--- src/rtl/core/char_lcd_transfer_sequencer_unit_defines.svh ---
// Assertion macros used by the sequencer RTL.
// Each macro expects clk and arst_n to be visible where it is used.
`ifndef CHAR_LCD_TRANSFER_SEQUENCER_UNIT_DEFINES_SVH
`define CHAR_LCD_TRANSFER_SEQUENCER_UNIT_DEFINES_SVH

// Same-cycle implication, checked outside reset.
`define CLTS_ASSERT_IMP(name, ante, cons, msg) \
	name: assert property (@(posedge clk) disable iff (!arst_n) (ante) |-> (cons)) \
		else $error(msg);

// Next-cycle implication, checked outside reset.
`define CLTS_ASSERT_NEXT(name, ante, cons, msg) \
	name: assert property (@(posedge clk) disable iff (!arst_n) (ante) |=> (cons)) \
		else $error(msg);

`endif

--- src/rtl/core/clts_pkg.sv ---
package clts_pkg;

	// Request codes.
	localparam logic [2:0] FUNC_CMD   = 3'd0;
	localparam logic [2:0] FUNC_DATA  = 3'd1;
	localparam logic [2:0] FUNC_MOVE  = 3'd2;
	localparam logic [2:0] FUNC_NUM   = 3'd3;
	localparam logic [2:0] FUNC_INIT  = 3'd4;
	localparam logic [2:0] FUNC_GLYPH = 3'd5;

	// Register index of the mode register.
	localparam logic REG_NIB_MODE = 1'b0;

	// Display command and character constants.
	localparam logic [7:0] CMD_FUNCTION_SET = 8'h38;
	localparam logic [7:0] CMD_DISPLAY_ON   = 8'h0C;
	localparam logic [7:0] CMD_CLEAR        = 8'h01;
	localparam logic [7:0] NIB_FUNC_4BIT    = 8'h02;
	localparam logic [7:0] NIB_FUNC_2LINE   = 8'h08;
	localparam logic [7:0] ROW1_BASE        = 8'h80;
	localparam logic [7:0] ROW2_BASE        = 8'hC0;
	localparam logic [1:0] CGRAM_TAG        = 2'b01;
	localparam logic [7:0] CHAR_ZERO        = 8'h30;
	localparam logic [7:0] CHAR_MINUS       = 8'h2D;
	localparam logic [1:0] ROW_FIRST        = 2'd1;
	localparam logic [1:0] ROW_SECOND       = 2'd2;
	localparam logic [2:0] PAT_ROW_LAST     = 3'd7;
	localparam int         PAT_ROW_BITS     = 5;

	// Byte source selected by a control word.
	typedef enum logic [3:0] {
		SRC_VALUE,
		SRC_CONST,
		SRC_GLYPH_CMD,
		SRC_PAT_ROW,
		SRC_CURSOR,
		SRC_SLOT,
		SRC_MINUS,
		SRC_DIGIT,
		SRC_ERR
	} src_t;

	// Branch condition of a control word.
	typedef enum logic [2:0] {
		COND_NEVER,
		COND_ALWAYS,
		COND_EIGHT,
		COND_ROW_BAD,
		COND_ROW_MORE,
		COND_NONNEG
	} cond_t;

	typedef logic [4:0] upc_t;

	// One control word.
	typedef struct packed {
		src_t       src;
		logic [7:0] konst;
		logic       rs;
		logic       emit;
		logic       nib;
		logic       last;
		logic       fin;
		logic       digits;
		logic       inc_row;
		cond_t      cond;
		upc_t       target;
	} uword_t;

	// Request fields held for the length of a request.
	typedef struct packed {
		logic [2:0]  func;
		logic [7:0]  value;
		logic [1:0]  row;
		logic [7:0]  column;
		logic        neg;
		logic [39:0] pattern;
	} req_t;

	// Byte beat from the sequencer to the transfer emitter.
	typedef struct packed {
		logic       rs;
		logic [7:0] data;
		logic       strobe;
		logic       status;
		logic       last;
		logic       nib;
	} beat_t;

	// Digit offered by the decimal unit.
	typedef struct packed {
		logic       valid;
		logic [3:0] digit;
		logic       tail;
	} digit_beat_t;

	// Program addresses.
	localparam upc_t UPC_CMD        = 5'd0;
	localparam upc_t UPC_DATA       = 5'd1;
	localparam upc_t UPC_MOVE       = 5'd2;
	localparam upc_t UPC_MOVE_OK    = 5'd3;
	localparam upc_t UPC_MOVE_ERR   = 5'd4;
	localparam upc_t UPC_NUM        = 5'd5;
	localparam upc_t UPC_MINUS      = 5'd6;
	localparam upc_t UPC_DIGITS     = 5'd7;
	localparam upc_t UPC_INIT       = 5'd8;
	localparam upc_t UPC_INIT4_A    = 5'd9;
	localparam upc_t UPC_INIT4_B    = 5'd10;
	localparam upc_t UPC_INIT4_C    = 5'd11;
	localparam upc_t UPC_INIT8      = 5'd12;
	localparam upc_t UPC_INIT_ON    = 5'd13;
	localparam upc_t UPC_INIT_CLR   = 5'd14;
	localparam upc_t UPC_GLYPH      = 5'd15;
	localparam upc_t UPC_PAT        = 5'd16;
	localparam upc_t UPC_GLYPH_ROW  = 5'd17;
	localparam upc_t UPC_GLYPH_MOVE = 5'd18;
	localparam upc_t UPC_GLYPH_SLOT = 5'd19;

	function automatic uword_t uw(src_t s, logic [7:0] k, logic rs, logic em, logic nib,
		logic last, logic fin, logic dg, logic inc, cond_t c, upc_t t);
		uword_t w;
		w.src     = s;
		w.konst   = k;
		w.rs      = rs;
		w.emit    = em;
		w.nib     = nib;
		w.last    = last;
		w.fin     = fin;
		w.digits  = dg;
		w.inc_row = inc;
		w.cond    = c;
		w.target  = t;
		return w;
	endfunction

	// The control program.
	function automatic uword_t ucode_rom(upc_t pc);
		uword_t w;
		unique case (pc)
			UPC_CMD:        w = uw(SRC_VALUE, 8'h00, 1'b0, 1'b1, 1'b0, 1'b1, 1'b1, 1'b0, 1'b0,
				COND_NEVER, UPC_CMD);
			UPC_DATA:       w = uw(SRC_VALUE, 8'h00, 1'b1, 1'b1, 1'b0, 1'b1, 1'b1, 1'b0, 1'b0,
				COND_NEVER, UPC_CMD);
			UPC_MOVE:       w = uw(SRC_ERR, 8'h00, 1'b0, 1'b0, 1'b0, 1'b0, 1'b0, 1'b0, 1'b0,
				COND_ROW_BAD, UPC_MOVE_ERR);
			UPC_MOVE_OK:    w = uw(SRC_CURSOR, 8'h00, 1'b0, 1'b1, 1'b0, 1'b1, 1'b1, 1'b0, 1'b0,
				COND_NEVER, UPC_CMD);
			UPC_MOVE_ERR:   w = uw(SRC_ERR, 8'h00, 1'b0, 1'b1, 1'b0, 1'b1, 1'b1, 1'b0, 1'b0,
				COND_NEVER, UPC_CMD);
			UPC_NUM:        w = uw(SRC_MINUS, 8'h00, 1'b1, 1'b0, 1'b0, 1'b0, 1'b0, 1'b0, 1'b0,
				COND_NONNEG, UPC_DIGITS);
			UPC_MINUS:      w = uw(SRC_MINUS, 8'h00, 1'b1, 1'b1, 1'b0, 1'b0, 1'b0, 1'b0, 1'b0,
				COND_NEVER, UPC_CMD);
			UPC_DIGITS:     w = uw(SRC_DIGIT, 8'h00, 1'b1, 1'b0, 1'b0, 1'b0, 1'b0, 1'b1, 1'b0,
				COND_NEVER, UPC_CMD);
			UPC_INIT:       w = uw(SRC_CONST, 8'h00, 1'b0, 1'b0, 1'b0, 1'b0, 1'b0, 1'b0, 1'b0,
				COND_EIGHT, UPC_INIT8);
			UPC_INIT4_A:    w = uw(SRC_CONST, NIB_FUNC_4BIT, 1'b0, 1'b1, 1'b1, 1'b0, 1'b0, 1'b0,
				1'b0, COND_NEVER, UPC_CMD);
			UPC_INIT4_B:    w = uw(SRC_CONST, NIB_FUNC_4BIT, 1'b0, 1'b1, 1'b1, 1'b0, 1'b0, 1'b0,
				1'b0, COND_NEVER, UPC_CMD);
			UPC_INIT4_C:    w = uw(SRC_CONST, NIB_FUNC_2LINE, 1'b0, 1'b1, 1'b1, 1'b0, 1'b0, 1'b0,
				1'b0, COND_ALWAYS, UPC_INIT_ON);
			UPC_INIT8:      w = uw(SRC_CONST, CMD_FUNCTION_SET, 1'b0, 1'b1, 1'b0, 1'b0, 1'b0,
				1'b0, 1'b0, COND_NEVER, UPC_CMD);
			UPC_INIT_ON:    w = uw(SRC_CONST, CMD_DISPLAY_ON, 1'b0, 1'b1, 1'b0, 1'b0, 1'b0, 1'b0,
				1'b0, COND_NEVER, UPC_CMD);
			UPC_INIT_CLR:   w = uw(SRC_CONST, CMD_CLEAR, 1'b0, 1'b1, 1'b0, 1'b1, 1'b1, 1'b0,
				1'b0, COND_NEVER, UPC_CMD);
			UPC_GLYPH:      w = uw(SRC_GLYPH_CMD, 8'h00, 1'b0, 1'b1, 1'b0, 1'b0, 1'b0, 1'b0,
				1'b0, COND_NEVER, UPC_CMD);
			UPC_PAT:        w = uw(SRC_PAT_ROW, 8'h00, 1'b1, 1'b1, 1'b0, 1'b0, 1'b0, 1'b0,
				1'b1, COND_ROW_MORE, UPC_PAT);
			UPC_GLYPH_ROW:  w = uw(SRC_ERR, 8'h00, 1'b0, 1'b0, 1'b0, 1'b0, 1'b0, 1'b0, 1'b0,
				COND_ROW_BAD, UPC_GLYPH_SLOT);
			UPC_GLYPH_MOVE: w = uw(SRC_CURSOR, 8'h00, 1'b0, 1'b1, 1'b0, 1'b0, 1'b0, 1'b0, 1'b0,
				COND_NEVER, UPC_CMD);
			UPC_GLYPH_SLOT: w = uw(SRC_SLOT, 8'h00, 1'b1, 1'b1, 1'b0, 1'b1, 1'b1, 1'b0, 1'b0,
				COND_NEVER, UPC_CMD);
			default:        w = uw(SRC_ERR, 8'h00, 1'b0, 1'b0, 1'b0, 1'b0, 1'b1, 1'b0, 1'b0,
				COND_NEVER, UPC_CMD);
		endcase
		return w;
	endfunction

	// Program entry point for each request code.
	function automatic upc_t entry_of(logic [2:0] func);
		upc_t e;
		unique case (func)
			FUNC_CMD:   e = UPC_CMD;
			FUNC_DATA:  e = UPC_DATA;
			FUNC_MOVE:  e = UPC_MOVE;
			FUNC_NUM:   e = UPC_NUM;
			FUNC_INIT:  e = UPC_INIT;
			FUNC_GLYPH: e = UPC_GLYPH;
			default:    e = UPC_CMD;
		endcase
		return e;
	endfunction

	function automatic logic func_known(logic [2:0] func);
		return func <= FUNC_GLYPH;
	endfunction

	// Place values of the decimal digits.
	function automatic logic [31:0] pow10(logic [3:0] pos);
		logic [31:0] p;
		unique case (pos)
			4'd0:    p = 32'd1;
			4'd1:    p = 32'd10;
			4'd2:    p = 32'd100;
			4'd3:    p = 32'd1000;
			4'd4:    p = 32'd10000;
			4'd5:    p = 32'd100000;
			4'd6:    p = 32'd1000000;
			4'd7:    p = 32'd10000000;
			4'd8:    p = 32'd100000000;
			4'd9:    p = 32'd1000000000;
			default: p = 32'd1;
		endcase
		return p;
	endfunction

	localparam logic [3:0] DIGIT_POS_TOP = 4'd9;

endpackage

--- src/rtl/core/clts_req_if.sv ---
interface clts_req_if;
	logic               valid;
	logic               ready;
	logic [2:0]         func;
	logic [7:0]         value;
	logic [1:0]         row;
	logic [7:0]         column;
	logic signed [31:0] number;
	logic [39:0]        pattern;

	modport source (output valid, func, value, row, column, number, pattern, input ready);
	modport sink (input valid, func, value, row, column, number, pattern, output ready);
endinterface

--- src/rtl/core/clts_rsp_if.sv ---
interface clts_rsp_if;
	logic       valid;
	logic       ready;
	logic       rs;
	logic [7:0] bus_value;
	logic       strobe_res;
	logic       status;
	logic       last;

	modport source (output valid, rs, bus_value, strobe_res, status, last, input ready);
	modport sink (input valid, rs, bus_value, strobe_res, status, last, output ready);
endinterface

--- src/rtl/core/char_lcd_transfer_sequencer_unit.sv ---
// Character-LCD transfer sequencer.
// A request beat on req (command, data, cursor move, signed number, power-up
// sequence or custom glyph) is turned into a run of bus transfers on rsp, one
// beat per transfer, the final one marked by last. The nibble-mode register,
// written over the APB port at address 0, splits each byte into a high and a
// low nibble transfer; power-up nibble commands and error beats go out whole.
// Unknown request codes are taken and produce nothing. req.ready is high only
// while no request is in progress, so one request is worked at a time. A
// command, data byte or glyph emits from its first program step; a cursor move,
// a power-up sequence or a number first takes a step that only branches, and a
// number of zero or more then waits while the decimal unit finds its leading
// digit. Later transfers follow at up to one per cycle while rsp is ready; a
// step that only branches emits no transfer. The decimal unit subtracts the
// current place value while it fits, steps past leading zero places and holds
// each digit until the sequencer takes it. When rsp stalls the output register
// holds its transfer and the program waits at its current step; nothing is lost.
// Reset clears the nibble-mode register and leaves the block idle with no
// transfer pending.
module char_lcd_transfer_sequencer_unit import clts_pkg::*; (
	input  logic        clk,
	input  logic        arst_n,
	input  logic        psel,
	input  logic        penable,
	input  logic        pwrite,
	input  logic [2:0]  paddr,
	input  logic [31:0] pwdata,
	output logic [31:0] prdata,
	output logic        pready,
	clts_req_if.sink    req,
	clts_rsp_if.source  rsp
);

	logic        nib_mode_q;
	logic        cfg_we;
	logic        start;
	logic        seq_busy;
	logic        dec_busy;
	logic [31:0] mag;
	req_t        req_fields;
	digit_beat_t dig;
	logic        dig_take;
	logic        beat_valid;
	logic        beat_ready;
	beat_t       beat;

	// Configuration port.
	assign pready = 1'b1;
	assign cfg_we = psel && penable && pwrite && pready;
	assign prdata = (paddr[2] == REG_NIB_MODE) ? {31'b0, nib_mode_q} : 32'b0;

	always_ff @(posedge clk or negedge arst_n) begin
		if (!arst_n) begin
			nib_mode_q <= 1'b0;
		end else if (cfg_we && paddr[2] == REG_NIB_MODE) begin
			nib_mode_q <= pwdata[0];
		end
	end

	// Request intake.
	assign req.ready = !seq_busy && !dec_busy;
	assign start     = req.valid && req.ready;
	assign mag       = req.number[31] ? (~$unsigned(req.number) + 32'd1)
		: $unsigned(req.number);

	assign req_fields.func    = req.func;
	assign req_fields.value   = req.value;
	assign req_fields.row     = req.row;
	assign req_fields.column  = req.column;
	assign req_fields.neg     = req.number[31];
	assign req_fields.pattern = req.pattern;

	clts_decimal u_decimal (
		.clk    (clk),
		.arst_n (arst_n),
		.start  (start && req.func == FUNC_NUM),
		.mag    (mag),
		.take   (dig_take),
		.dig    (dig),
		.busy   (dec_busy)
	);

	clts_sequencer u_sequencer (
		.clk        (clk),
		.arst_n     (arst_n),
		.start      (start),
		.req        (req_fields),
		.nib_mode   (nib_mode_q),
		.dig        (dig),
		.dig_take   (dig_take),
		.beat_valid (beat_valid),
		.beat       (beat),
		.beat_ready (beat_ready),
		.busy       (seq_busy)
	);

	clts_emitter u_emitter (
		.clk      (clk),
		.arst_n   (arst_n),
		.nib_mode (nib_mode_q),
		.in_valid (beat_valid),
		.in_beat  (beat),
		.in_ready (beat_ready),
		.rsp      (rsp)
	);

endmodule

--- src/rtl/core/clts_decimal.sv ---
module clts_decimal import clts_pkg::*; (
	input  logic        clk,
	input  logic        arst_n,
	input  logic        start,
	input  logic [31:0] mag,
	input  logic        take,
	output digit_beat_t dig,
	output logic        busy
);

	logic [31:0] mag_q;
	logic [3:0]  pos_q;
	logic [3:0]  dig_q;
	logic        started_q;
	logic        busy_q;
	logic        hold_q;
	logic [31:0] place;
	logic        fits;

	// One compare and subtract of the current place value per cycle while no digit is held for the sequencer.
	assign place = pow10(pos_q);
	assign fits  = mag_q >= place;

	assign dig.valid = hold_q;
	assign dig.digit = dig_q;
	assign dig.tail  = (pos_q == 4'd0);
	assign busy      = busy_q;

	// Control of the digit loop.
	always_ff @(posedge clk or negedge arst_n) begin
		if (!arst_n) begin
			pos_q     <= '0;
			dig_q     <= '0;
			started_q <= 1'b0;
			busy_q    <= 1'b0;
			hold_q    <= 1'b0;
		end else if (start) begin
			pos_q     <= DIGIT_POS_TOP;
			dig_q     <= '0;
			started_q <= 1'b0;
			busy_q    <= 1'b1;
			hold_q    <= 1'b0;
		end else if (busy_q) begin
			if (hold_q) begin
				if (take) begin
					hold_q    <= 1'b0;
					started_q <= 1'b1;
					dig_q     <= '0;
					if (pos_q == 4'd0) begin
						busy_q <= 1'b0;
					end else begin
						pos_q <= pos_q - 4'd1;
					end
				end
			end else if (fits) begin
				dig_q <= dig_q + 4'd1;
			end else if (dig_q != 4'd0 || started_q || pos_q == 4'd0) begin
				hold_q <= 1'b1;
			end else begin
				pos_q <= pos_q - 4'd1;
			end
		end
	end

	// Remaining magnitude.
	always_ff @(posedge clk) begin
		if (start) begin
			mag_q <= mag;
		end else if (busy_q && !hold_q && fits) begin
			mag_q <= mag_q - place;
		end
	end

endmodule

--- src/rtl/core/clts_emitter.sv ---
module clts_emitter import clts_pkg::*; (
	input  logic    clk,
	input  logic    arst_n,
	input  logic    nib_mode,
	input  logic    in_valid,
	input  beat_t   in_beat,
	output logic    in_ready,
	clts_rsp_if.source rsp
);

	logic  full_q;
	logic  phase_q;
	beat_t beat_q;
	logic  split;
	logic  piece_last;
	logic  out_fire;

	// A strobed byte not marked as a nibble goes out as two nibbles in four-bit mode, high nibble first.
	assign split      = nib_mode && beat_q.strobe && !beat_q.nib;
	assign piece_last = !split || phase_q;
	assign out_fire   = full_q && rsp.ready;
	assign in_ready   = !full_q || (out_fire && piece_last);

	assign rsp.valid      = full_q;
	assign rsp.rs         = beat_q.rs;
	assign rsp.bus_value  = split ? (phase_q ? {4'h0, beat_q.data[3:0]}
		: {4'h0, beat_q.data[7:4]}) : beat_q.data;
	assign rsp.strobe_res = beat_q.strobe;
	assign rsp.status     = beat_q.status;
	assign rsp.last       = beat_q.last && piece_last;

	// Occupancy and nibble phase.
	always_ff @(posedge clk or negedge arst_n) begin
		if (!arst_n) begin
			full_q  <= 1'b0;
			phase_q <= 1'b0;
		end else if (in_valid && in_ready) begin
			full_q  <= 1'b1;
			phase_q <= 1'b0;
		end else if (out_fire) begin
			if (piece_last) begin
				full_q <= 1'b0;
			end else begin
				phase_q <= 1'b1;
			end
		end
	end

	// Held byte beat.
	always_ff @(posedge clk) begin
		if (in_valid && in_ready) begin
			beat_q <= in_beat;
		end
	end

endmodule

--- src/rtl/core/clts_sequencer.sv ---
`include "char_lcd_transfer_sequencer_unit_defines.svh"

module clts_sequencer import clts_pkg::*; (
	input  logic        clk,
	input  logic        arst_n,
	input  logic        start,
	input  req_t        req,
	input  logic        nib_mode,
	input  digit_beat_t dig,
	output logic        dig_take,
	output logic        beat_valid,
	output beat_t       beat,
	input  logic        beat_ready,
	output logic        busy
);

	logic       busy_q;
	upc_t       pc_q;
	logic [2:0] row_q;
	req_t       req_q;
	uword_t     w;
	logic [7:0] data;
	logic [2:0] slot;
	logic [7:0] cursor;
	logic       row_bad;
	logic       taken;
	logic       step_done;
	logic       jump;

	assign w       = ucode_rom(pc_q);
	assign slot    = req_q.value[2:0];
	assign row_bad = (req_q.row != ROW_FIRST) && (req_q.row != ROW_SECOND);
	assign cursor  = ((req_q.row == ROW_SECOND) ? ROW2_BASE : ROW1_BASE)
		+ req_q.column - 8'd1;

	// Datapath: byte selected by the control word.
	always_comb begin
		unique case (w.src)
			SRC_VALUE:     data = req_q.value;
			SRC_CONST:     data = w.konst;
			SRC_GLYPH_CMD: data = {CGRAM_TAG, slot, 3'b000};
			SRC_PAT_ROW:   data = {3'b000, req_q.pattern[row_q * PAT_ROW_BITS +: PAT_ROW_BITS]};
			SRC_CURSOR:    data = cursor;
			SRC_SLOT:      data = {5'b00000, slot};
			SRC_MINUS:     data = CHAR_MINUS;
			SRC_DIGIT:     data = CHAR_ZERO + {4'h0, dig.digit};
			SRC_ERR:       data = 8'h00;
			default:       data = 8'h00;
		endcase
	end

	assign beat.rs     = w.rs;
	assign beat.data   = data;
	assign beat.strobe = (w.src != SRC_ERR);
	assign beat.status = (w.src == SRC_ERR);
	assign beat.last   = w.digits ? dig.tail : w.last;
	assign beat.nib    = w.nib;

	assign beat_valid = busy_q && (w.digits ? dig.valid : w.emit);
	assign taken      = beat_valid && beat_ready;
	assign dig_take   = w.digits && taken;
	assign step_done  = busy_q && (taken || !(w.emit || w.digits));
	assign busy       = busy_q;

	// Branch condition.
	always_comb begin
		unique case (w.cond)
			COND_NEVER:    jump = 1'b0;
			COND_ALWAYS:   jump = 1'b1;
			COND_EIGHT:    jump = !nib_mode;
			COND_ROW_BAD:  jump = row_bad;
			COND_ROW_MORE: jump = (row_q != PAT_ROW_LAST);
			COND_NONNEG:   jump = !req_q.neg;
			default:       jump = 1'b0;
		endcase
	end

	// Step counter, row counter and run flag.
	always_ff @(posedge clk or negedge arst_n) begin
		if (!arst_n) begin
			busy_q <= 1'b0;
			pc_q   <= UPC_CMD;
			row_q  <= '0;
		end else if (start) begin
			busy_q <= func_known(req.func);
			pc_q   <= entry_of(req.func);
			row_q  <= '0;
		end else if (step_done) begin
			if (w.inc_row) begin
				row_q <= row_q + 3'd1;
			end
			if (w.digits) begin
				if (dig.tail) begin
					busy_q <= 1'b0;
				end
			end else if (w.fin) begin
				busy_q <= 1'b0;
			end else if (jump) begin
				pc_q <= w.target;
			end else begin
				pc_q <= pc_q + 5'd1;
			end
		end
	end

	// Request fields for the running program.
	always_ff @(posedge clk) begin
		if (start) begin
			req_q <= req;
		end
	end

	`CLTS_ASSERT_IMP(ap_take_needs_digit, dig_take, dig.valid,
		"digit taken while none offered")
	`CLTS_ASSERT_IMP(ap_idle_quiet, !busy_q, !beat_valid,
		"byte beat offered while idle")
	`CLTS_ASSERT_IMP(ap_end_on_last, $fell(busy_q), $past(taken && beat.last),
		"program ended without a final beat")

endmodule

--- src/flat_wrapper.sv ---
// flat-port wrapper written by rule: the top's interface ports become plain ports
module char_lcd_transfer_sequencer_unit_flat import clts_pkg::*;
  (clk, arst_n, psel, penable, pwrite, paddr, pwdata, prdata, pready, req_valid, req_func, req_value, req_row, req_column, req_number, req_pattern, req_ready, rsp_valid, rsp_rs, rsp_bus_value, rsp_strobe_res, rsp_status, rsp_last, rsp_ready);
  clts_req_if req_i ();
  clts_rsp_if rsp_i ();
  input  logic clk;
  input  logic arst_n;
  input  logic psel;
  input  logic penable;
  input  logic pwrite;
  input  logic [2:0] paddr;
  input  logic [31:0] pwdata;
  output logic [31:0] prdata;
  output logic pready;
  input wire logic [$bits(req_i.valid)-1:0] req_valid;
  input wire logic [$bits(req_i.func)-1:0] req_func;
  input wire logic [$bits(req_i.value)-1:0] req_value;
  input wire logic [$bits(req_i.row)-1:0] req_row;
  input wire logic [$bits(req_i.column)-1:0] req_column;
  input wire logic [$bits(req_i.number)-1:0] req_number;
  input wire logic [$bits(req_i.pattern)-1:0] req_pattern;
  output wire logic [$bits(req_i.ready)-1:0] req_ready;
  output wire logic [$bits(rsp_i.valid)-1:0] rsp_valid;
  output wire logic [$bits(rsp_i.rs)-1:0] rsp_rs;
  output wire logic [$bits(rsp_i.bus_value)-1:0] rsp_bus_value;
  output wire logic [$bits(rsp_i.strobe_res)-1:0] rsp_strobe_res;
  output wire logic [$bits(rsp_i.status)-1:0] rsp_status;
  output wire logic [$bits(rsp_i.last)-1:0] rsp_last;
  input wire logic [$bits(rsp_i.ready)-1:0] rsp_ready;
  assign req_i.valid = req_valid;
  assign req_i.func = req_func;
  assign req_i.value = req_value;
  assign req_i.row = req_row;
  assign req_i.column = req_column;
  assign req_i.number = req_number;
  assign req_i.pattern = req_pattern;
  assign req_ready = req_i.ready;
  assign rsp_valid = rsp_i.valid;
  assign rsp_rs = rsp_i.rs;
  assign rsp_bus_value = rsp_i.bus_value;
  assign rsp_strobe_res = rsp_i.strobe_res;
  assign rsp_status = rsp_i.status;
  assign rsp_last = rsp_i.last;
  assign rsp_i.ready = rsp_ready;
  char_lcd_transfer_sequencer_unit u_core (.clk(clk), .arst_n(arst_n), .psel(psel), .penable(penable), .pwrite(pwrite), .paddr(paddr), .pwdata(pwdata), .prdata(prdata), .pready(pready), .req(req_i), .rsp(rsp_i));
endmodule
--- config.mk ---
export PLATFORM = sky130hd
export DESIGN_NAME = char_lcd_transfer_sequencer_unit_flat
export DESIGN_NICKNAME = d
export VERILOG_FILES = /design/src/rtl/core/clts_pkg.sv /design/src/rtl/core/clts_req_if.sv /design/src/rtl/core/clts_rsp_if.sv /design/src/rtl/core/char_lcd_transfer_sequencer_unit.sv /design/src/rtl/core/clts_decimal.sv /design/src/rtl/core/clts_emitter.sv /design/src/rtl/core/clts_sequencer.sv /design/src/flat_wrapper.sv
export VERILOG_INCLUDE_DIRS = /design/src /design/src/rtl/core
export SDC_FILE = /design/constraint.sdc
export NUM_CORES = 1
export LEC_CHECK = 0
export ABC_AREA = 1
export BUFFER_PORTS_ARGS = -buffer_cell sky130_fd_sc_hd__buf_2
export CAP_MARGIN = 5
export CORE_ASPECT_RATIO = 1.2
export CORE_MARGIN = 1.5
export CORE_UTILIZATION = 55
export CTS_BUF_LIST = sky130_fd_sc_hd__clkbuf_4 sky130_fd_sc_hd__clkbuf_8
export CTS_CLUSTER_DIAMETER = 80
export DETAILED_ROUTE_END_ITERATION = 10
export PLACE_DENSITY = 0.9
export SLEW_MARGIN = 20
export SYNTH_ARGS = -nofsm -noshare
export SYNTH_HDL_FRONTEND = slang
export SYNTH_SLANG_ARGS = --single-unit
--- constraint.sdc ---
create_clock -name clk -period 3.9 [get_ports clk]
set_input_delay 0.78 -clock clk [delete_from_list [all_inputs] [get_ports clk]]
set_output_delay 0.78 -clock clk [all_outputs]
set_load 0.02 [all_outputs]
-- Word-level counts from Yosys, hierarchy flattened
Memory sizes are Yosys's and may differ from the RTL's.
Cells that the tools add are included.
- register bits after elaboration: 127
- input bits: 135
- word-level logic and storage cells: 183
- bits in read-only memories: 1280
- memories kept: 2
- memory list (memory ; depth ; bits a word ; read ports ; clocked after memory_dff ; write ports ; RTL line ; RTL):
    (name not given) ; 32 ; 25 ; 1 ; 0 ; 0 ; clts_pkg.sv:139 ; unique case (pc)
    (name not given) ; 16 ; 30 ; 1 ; 0 ; 0 ; clts_pkg.sv:208 ; unique case (pos)
- equality and inequality tests: 31
- reductions and logical operators: 54
- bitwise gates (word level): 2
- add/subtract/negate cells: 9
- muxes and demuxes: 58
- shifts and indexed selects: 1
- multipliers: 1
- magnitude comparators: 2
- operators by type and width (cell ; count):
    32-bit two-way mux ; 3
    8-bit case mux with 8 select lines ; 1
    4-bit two-way mux ; 13
    40-bit by 7-bit indexed part select with 5-bit output ; 1
    32-bit by 1-bit adder with 32-bit output (second input constant) ; 1
    32-bit >= comparator ; 1
    32-bit NOT ; 1
    32-bit subtractor ; 1
    1-bit two-way mux ; 29
    5-bit two-way mux ; 5
    4-bit case mux with 5 select lines ; 1
    1-bit logical AND ; 18
    4-bit by 3-bit equality test with 1-bit output (second input constant) ; 4
    2-bit nonzero test ; 8
    3-bit by 2-bit equality test with 1-bit output (second input constant) ; 4
    3-bit equality test (second input constant) ; 4
    3-bit != test (second input constant) ; 4
    3-bit AND reduction ; 4
    1-bit logical NOT ; 9
    3-bit two-way mux ; 3
    8-bit adder ; 1
    4-bit by 2-bit equality test with 1-bit output (second input constant) ; 2
    4-bit logical NOT ; 2
    8-bit two-way mux ; 1
    24 further kinds ; 37

-- Depth between registers and ports, before layout
- depth in word-level cells: 12
- depth in mapped cells: 18
- gate-level depth less buffers: 18

-- By module
From an unflattened synthesis, not the netlist that was laid out.
- cell total of the unflattened synthesis: 1402
- area total of the unflattened synthesis: 10422.5 um2
- by module, submodules not included (module ; cells an instance ; instances ; area each (um2) ; sequential area each (um2)):
    clts_decimal ; 660 ; 1 ; 4466.8 ; 1236.2
    clts_sequencer ; 435 ; 1 ; 3968.8 ; 1996.9
    char_lcd_transfer_sequencer_unit ; 262 ; 1 ; 1386.3 ; 25.0
    clts_emitter ; 45 ; 1 ; 600.6 ; 440.4

-- Least setup slack after synthesis
Ideal clock, no wire load.
- path type: register -> register
- from: register u_core.u_decimal.pos_q[0]
- to: register u_core.u_decimal.mag_q[0], enable pin
- buffers on the path: 0
- arrival: 2.882 ns
- stages on the path, launching flop included: 15
- data required time: 3.511 ns
- slack: 0.628 ns
- setup time: 0.389 ns
- cells stage by stage: dfrtp_1 > inv_1 > ha_1 > nand2_1 > nor2_1 > a21oi_1 > ha_1 > nand2_1 > nor2_1 > nand2_1 > nor4_1 > nand2_1 > nand2_1 > nand3_1 > nand2_1
- word-level cells in the longest chain between the ends: 4
- RTL lines (what ; RTL line ; RTL):
    start: declaration ; clts_decimal.sv:12 ; logic [3:0] pos_q;
    start signal: assignment ; clts_decimal.sv:52 ; pos_q <= pos_q - 4'd1;
    start signal: assignment ; clts_decimal.sv:60 ; pos_q <= pos_q - 4'd1;
    memory 16 x 30 bit ; - ;
    32-bit >= comparator ; clts_decimal.sv:22 ; assign fits = mag_q >= place;
    1-bit logical AND ; clts_decimal.sv:69 ; end else if (busy_q && !hold_q && fits) begin
    2-bit nonzero test (no line) ; - ;
    end signal: assignment ; clts_decimal.sv:68 ; mag_q <= mag;
    end signal: assignment ; clts_decimal.sv:70 ; mag_q <= mag_q - place;
    end: declaration ; clts_decimal.sv:11 ; logic [31:0] mag_q;
No other way between the ends.
A chain may end at the register's enable or synchronous reset.

-- Final worst setup path
- from: register u_core.u_decimal.pos_q[0]
- to: register u_core.u_decimal.mag_q[6], enable pin
Same word-level chain as after synthesis.

==> metrics.md <==
| Metric | Value |
|---|---|
| Hold Buf Count CTS | 0 |
| Crit path cell chain | inv_1 -> ha_1 -> nand2_1 -> nor2_1 -> a21oi_1 -> ha_1 -> nand2_1 -> nor2_1 -> nand2_1 -> nor4_1 -> nand2_1 -> nand2_1 -> nand3_1 -> nand2_1 -> buf_4 |
| Final net count | roughly 1,700 |
| Synth async-reset ratio | between 10% and 20% |
| Post-Place Cells | 1,681 |
| Synth cell types | 52 |
| Largest net degree at the start of global routing | a little over 60 |
| Routability cong. | around 0.93 |
| H-Tree Depth | 4 |
| Max Transition Viols Final | 0 |
| CP endpoint kind | register |
| I/O pin count | 182 |
| Clk_lat worst skew | about 0.48 ns |
| Die outline area | 0.0191 mm2 |
| Max IR drop VDD | roughly 0.21 mV |
| Clock sink count | between 100 and 150 |
| Seq/Total Area, Yosys | roughly 37% |
| Setup bufs post-CTS | 0 |
| Crit Path Class | reg -> reg |
| Clock-pin slew on the worst setup and hold paths | approximately 0.090 ns |
| Global-route wire length before repair | roughly 42,000 um |
| Routed via count | between 9,000 and 10,000 |
| Status | completed |
| Final core occ | between 60% and 70% |
| Register bit total from synthesis | 127 |
| CTS tree | built |
| Final setup vio count | 0 |
| Final Non-Filler Cells | roughly 1,700 |
| # diodes | 0 |
| Final Critical Period | around 3.5 ns |
| HP Class | in -> async |
| RSZ-0062 raised after global routing | false |
| Syn avg cell area | about 7.4 um2 |
| Root Buffer | clkbuf_8 |
| Most used flip-flop cell after synthesis | edfxtp_1 |
| CTS buffer count | 17 |
| MaxCap Viol Count | 0 |
| Fin crit share | between 80% and 90% |
| Worst rel slew slack | between 40% and 50% |
| Synth top area share | a little under a third |
| Initial core utilization | roughly 57% |
| Max Freq | 287 MHz |
| Drt first pass iters | 5 |
| Post-Syn Instances | around 1,400 |
| Clock Skew | between 0.01 and 0.015 ns |
| Clock Path Buffers | 2 |
| Worst slew pin tran | between 0.7 and 0.8 ns |
| GRT Util Overall | between 20% and 30% |
| DRT antenna net count | 0 |
| Total power | about 2900 uW |
| Post-route setup TNS | 0 ns |
| Input/output buffers | ~120 |
| Post-synth EDFFs | 104 |
| Vias in the first global route | 9,101 |
| DP HPWL | ~20,000 um |
| PwrDens | around 260 mW/mm2 |
| DRC violations left | 0 |
| Total core area | roughly 0.018 mm2 |
| Initial antenna violation count | 0 |
| Mapped Area | between 0.01 and 0.015 mm2 |
| Layout area overhead | 10.8% |
| Die Wd | 126 um |
| Ranking of synthesized cells by area | edfxtp_1 (31%), nand2_1 (13%), ha_1 (7.2%), inv_1 (6.5%), dfrtp_1 (5.7%) |
| Startpoint Class | register |
| Pleak | 0.00556 uW |
| Buf/Inv on CP | 2 |
| Crit-path slowest cell | dfrtp_1 |
| DR iter-0 viols | 801 |
| Site Rows | 53 |
| Die Span Y | roughly 150 um |
| Crit path top cell by count | nand2_1 |
| Final WL | 25,900 um |
| Via/cell ratio | about 5.6 |
| Crit path max fanout | 32 |
| WP data arrival | between 3 and 4 ns |
| Post-cts sizing count | 0 |
| Top cell family by delay on the critical path | simple AND/OR/NAND/NOR gates |
| Final hold vios | 0 |
| Area leader, netlist | edfxtp_1 |
| Ys Warns | 0 |
| GRT overflow | 0 |
| Layout cells sized above 1 | a little over an eighth |
| CP max stage delay | between 0.4 and 0.5 ns |
| DR WL/cell | ~15 um |
| Worst Path Required | about 4.0 ns |
==> synth_stat cells, types with 7 or more instances <==
cell type and count:
nand2_1 352, inv_1 173, nor2_1 139, nand3_1 108, edfxtp_1 104, a21oi_1 91, o21ai_0 76, ha_1 58
buf_4 34, dfrtp_1 23, nor3_1 20, nand4_1 19, o211ai_1 13, clkbuf_1 12, nand2_2 11, nand3b_1 11
o21bai_1 8, xor2_1 8, inv_2 7, nor4_1 7, xnor2_1 7
==> cell type report <==
class / count / area, um2
clock buffer: 17 / 234
clock inverter: 15 / 188
fill: 1503 / 6600
inverter: 184 / 696
multi-input combinational: 1028 / 5390
sequential: 127 / 3700
tap: 220 / 275
timing repair buffer: 122 / 626
==> worst paths after layout <==
path                                                              from                                       to  slack (ns)  depth (start not counted)
worst min register to register  u_core.u_decimal.started_q$_DFFE_PN0P_   u_core.u_decimal.started_q$_DFFE_PN0P_        0.50                          2
worst max register to register   u_core.u_decimal.pos_q[0]$_DFFE_PN0P_      u_core.u_decimal.mag_q[6]$_DFFE_PP_        0.41                         15
max in group asynchronous                                       arst_n  u_core.u_sequencer.row_q[1]$_DFFE_PN0P_        3.25                          1
min in group clk                                       req_pattern[13]   u_core.u_sequencer.req_q[13]$_DFFE_PP_        0.46                          1
worst max-delay path             u_core.u_decimal.pos_q[0]$_DFFE_PN0P_      u_core.u_decimal.mag_q[6]$_DFFE_PP_        0.41                         15
worst min-delay path                                            arst_n   u_core.u_sequencer.pc_q[3]$_DFFE_PN0P_        0.28                          1
==> report_power, final <==
| group | switching, uW | leakage, uW | internal [uW] |
|---|---|---|---|
| logic | 118 | 0.00401 | 60.4 |
| registers | 1.20 | 0.00133 | 1460 |
| clock network | 645 | 0.000214 | 603 |
==> cells in the final DEF, fill, tap and decap left out, drive strengths merged <==
| cell | Yosys | final |
|---|---|---|
| a21boi | 3 | 3 |
| a21o | 4 | 4 |
| a21oi | 93 | 93 |
| a31oi | 1 | 1 |
| a32o | 5 | 5 |
| a32oi | 5 | 5 |
| a41oi | 1 | 1 |
| and3 | 4 | 4 |
| buf | 43 | 122 |
| bufinv | 0 | 2 |
| clkbuf | 12 | 17 |
| clkinv | 2 | 3 |
| clkinvlp | 0 | 1 |
| conb | 2 | 32 |
| dfrtp | 23 | 23 |
| edfxtp | 104 | 104 |
| fa | 2 | 2 |
| ha | 58 | 58 |
| inv | 182 | 193 |
| mux2i | 1 | 1 |
| nand2 | 364 | 364 |
| nand3 | 111 | 111 |
| nand3b | 11 | 11 |
| nand4 | 20 | 20 |
| nor2 | 150 | 150 |
| nor2b | 1 | 1 |
| nor3 | 22 | 22 |
| nor4 | 7 | 7 |
| o211ai | 13 | 13 |
| o21a | 2 | 2 |
| o21ai | 83 | 83 |
| o21bai | 8 | 8 |
| o221ai | 1 | 1 |
| o22ai | 2 | 2 |
| o31ai | 5 | 5 |
| or2 | 4 | 4 |
| xnor2 | 7 | 7 |
| xor2 | 8 | 8 |
==> sequential cells by signal (all words and copies together) (netlist names) <==
register,flops
u_core.u_decimal.mag_q,32
u_core.u_emitter.rsp.valid,1
u_core.u_emitter.rsp.strobe_res,1
u_core.u_sequencer.pc_q,5
u_core.u_sequencer.busy,1
u_core.u_emitter.phase_q,1
u_core.u_decimal.hold_q,1
u_core.u_sequencer.req_q,59
u_core.u_emitter.beat_q,10
u_core.u_decimal.busy,1
u_core.u_sequencer.row_q,3
u_core.u_decimal.started_q,1
u_core.nib_mode_q,1
u_core.u_decimal.pos_q,4
u_core.u_emitter.rsp.status,1
u_core.u_decimal.dig_q,4
u_core.u_emitter.rsp.rs,1
==> worst reg2reg max path, stage by stage, from the launching register on <==
cell and delay [ns]:
dfrtp_1 0.47, inv_1 0.21, ha_1 0.24, nand2_1 0.11
nor2_1 0.17, a21oi_1 0.07, ha_1 0.39, nand2_1 0.13
nor2_1 0.25, nand2_1 0.13, nor4_1 0.21, nand2_1 0.14
nand2_1 0.09, nand3_1 0.06, nand2_1 0.07, buf_4 0.40
==> layer usage <==
metal | track usage (%) | wire length (um)
met5 | 0 | 0
met4 | 16.0 | 1280
met3 | 4.52 | 1520
met2 | 49.2 | 12900
met1 | 31.2 | 10100
==> through the flow <==
step                      cell area, um2  hold slack [ns]  setup slack [ns]
after detailed placement           10700            0.472             0.462
after global routing               11100            0.302            0.0671
after floorplan                    10100            0.450             0.628
final                              11100            0.277             0.414
after global placement             10700            0.468             0.575
after CTS                          11100            0.280             0.428
==> cells by family (layout without fill, tap and decap cells) <==
group	count (synthesis)	after routing	synth area share (%)
compound gates	226	226	13.2
simple gates	694	694	30.3
fa+ha+maj	60	60	7.64
flops	127	127	36.9
buf+inv	239	338	10.5
mux	1	1	0.0998
xor+xnor	15	15	1.31
other cells	2	32	0.0749
No activity file was read; power rests on OpenSTA's default activity.
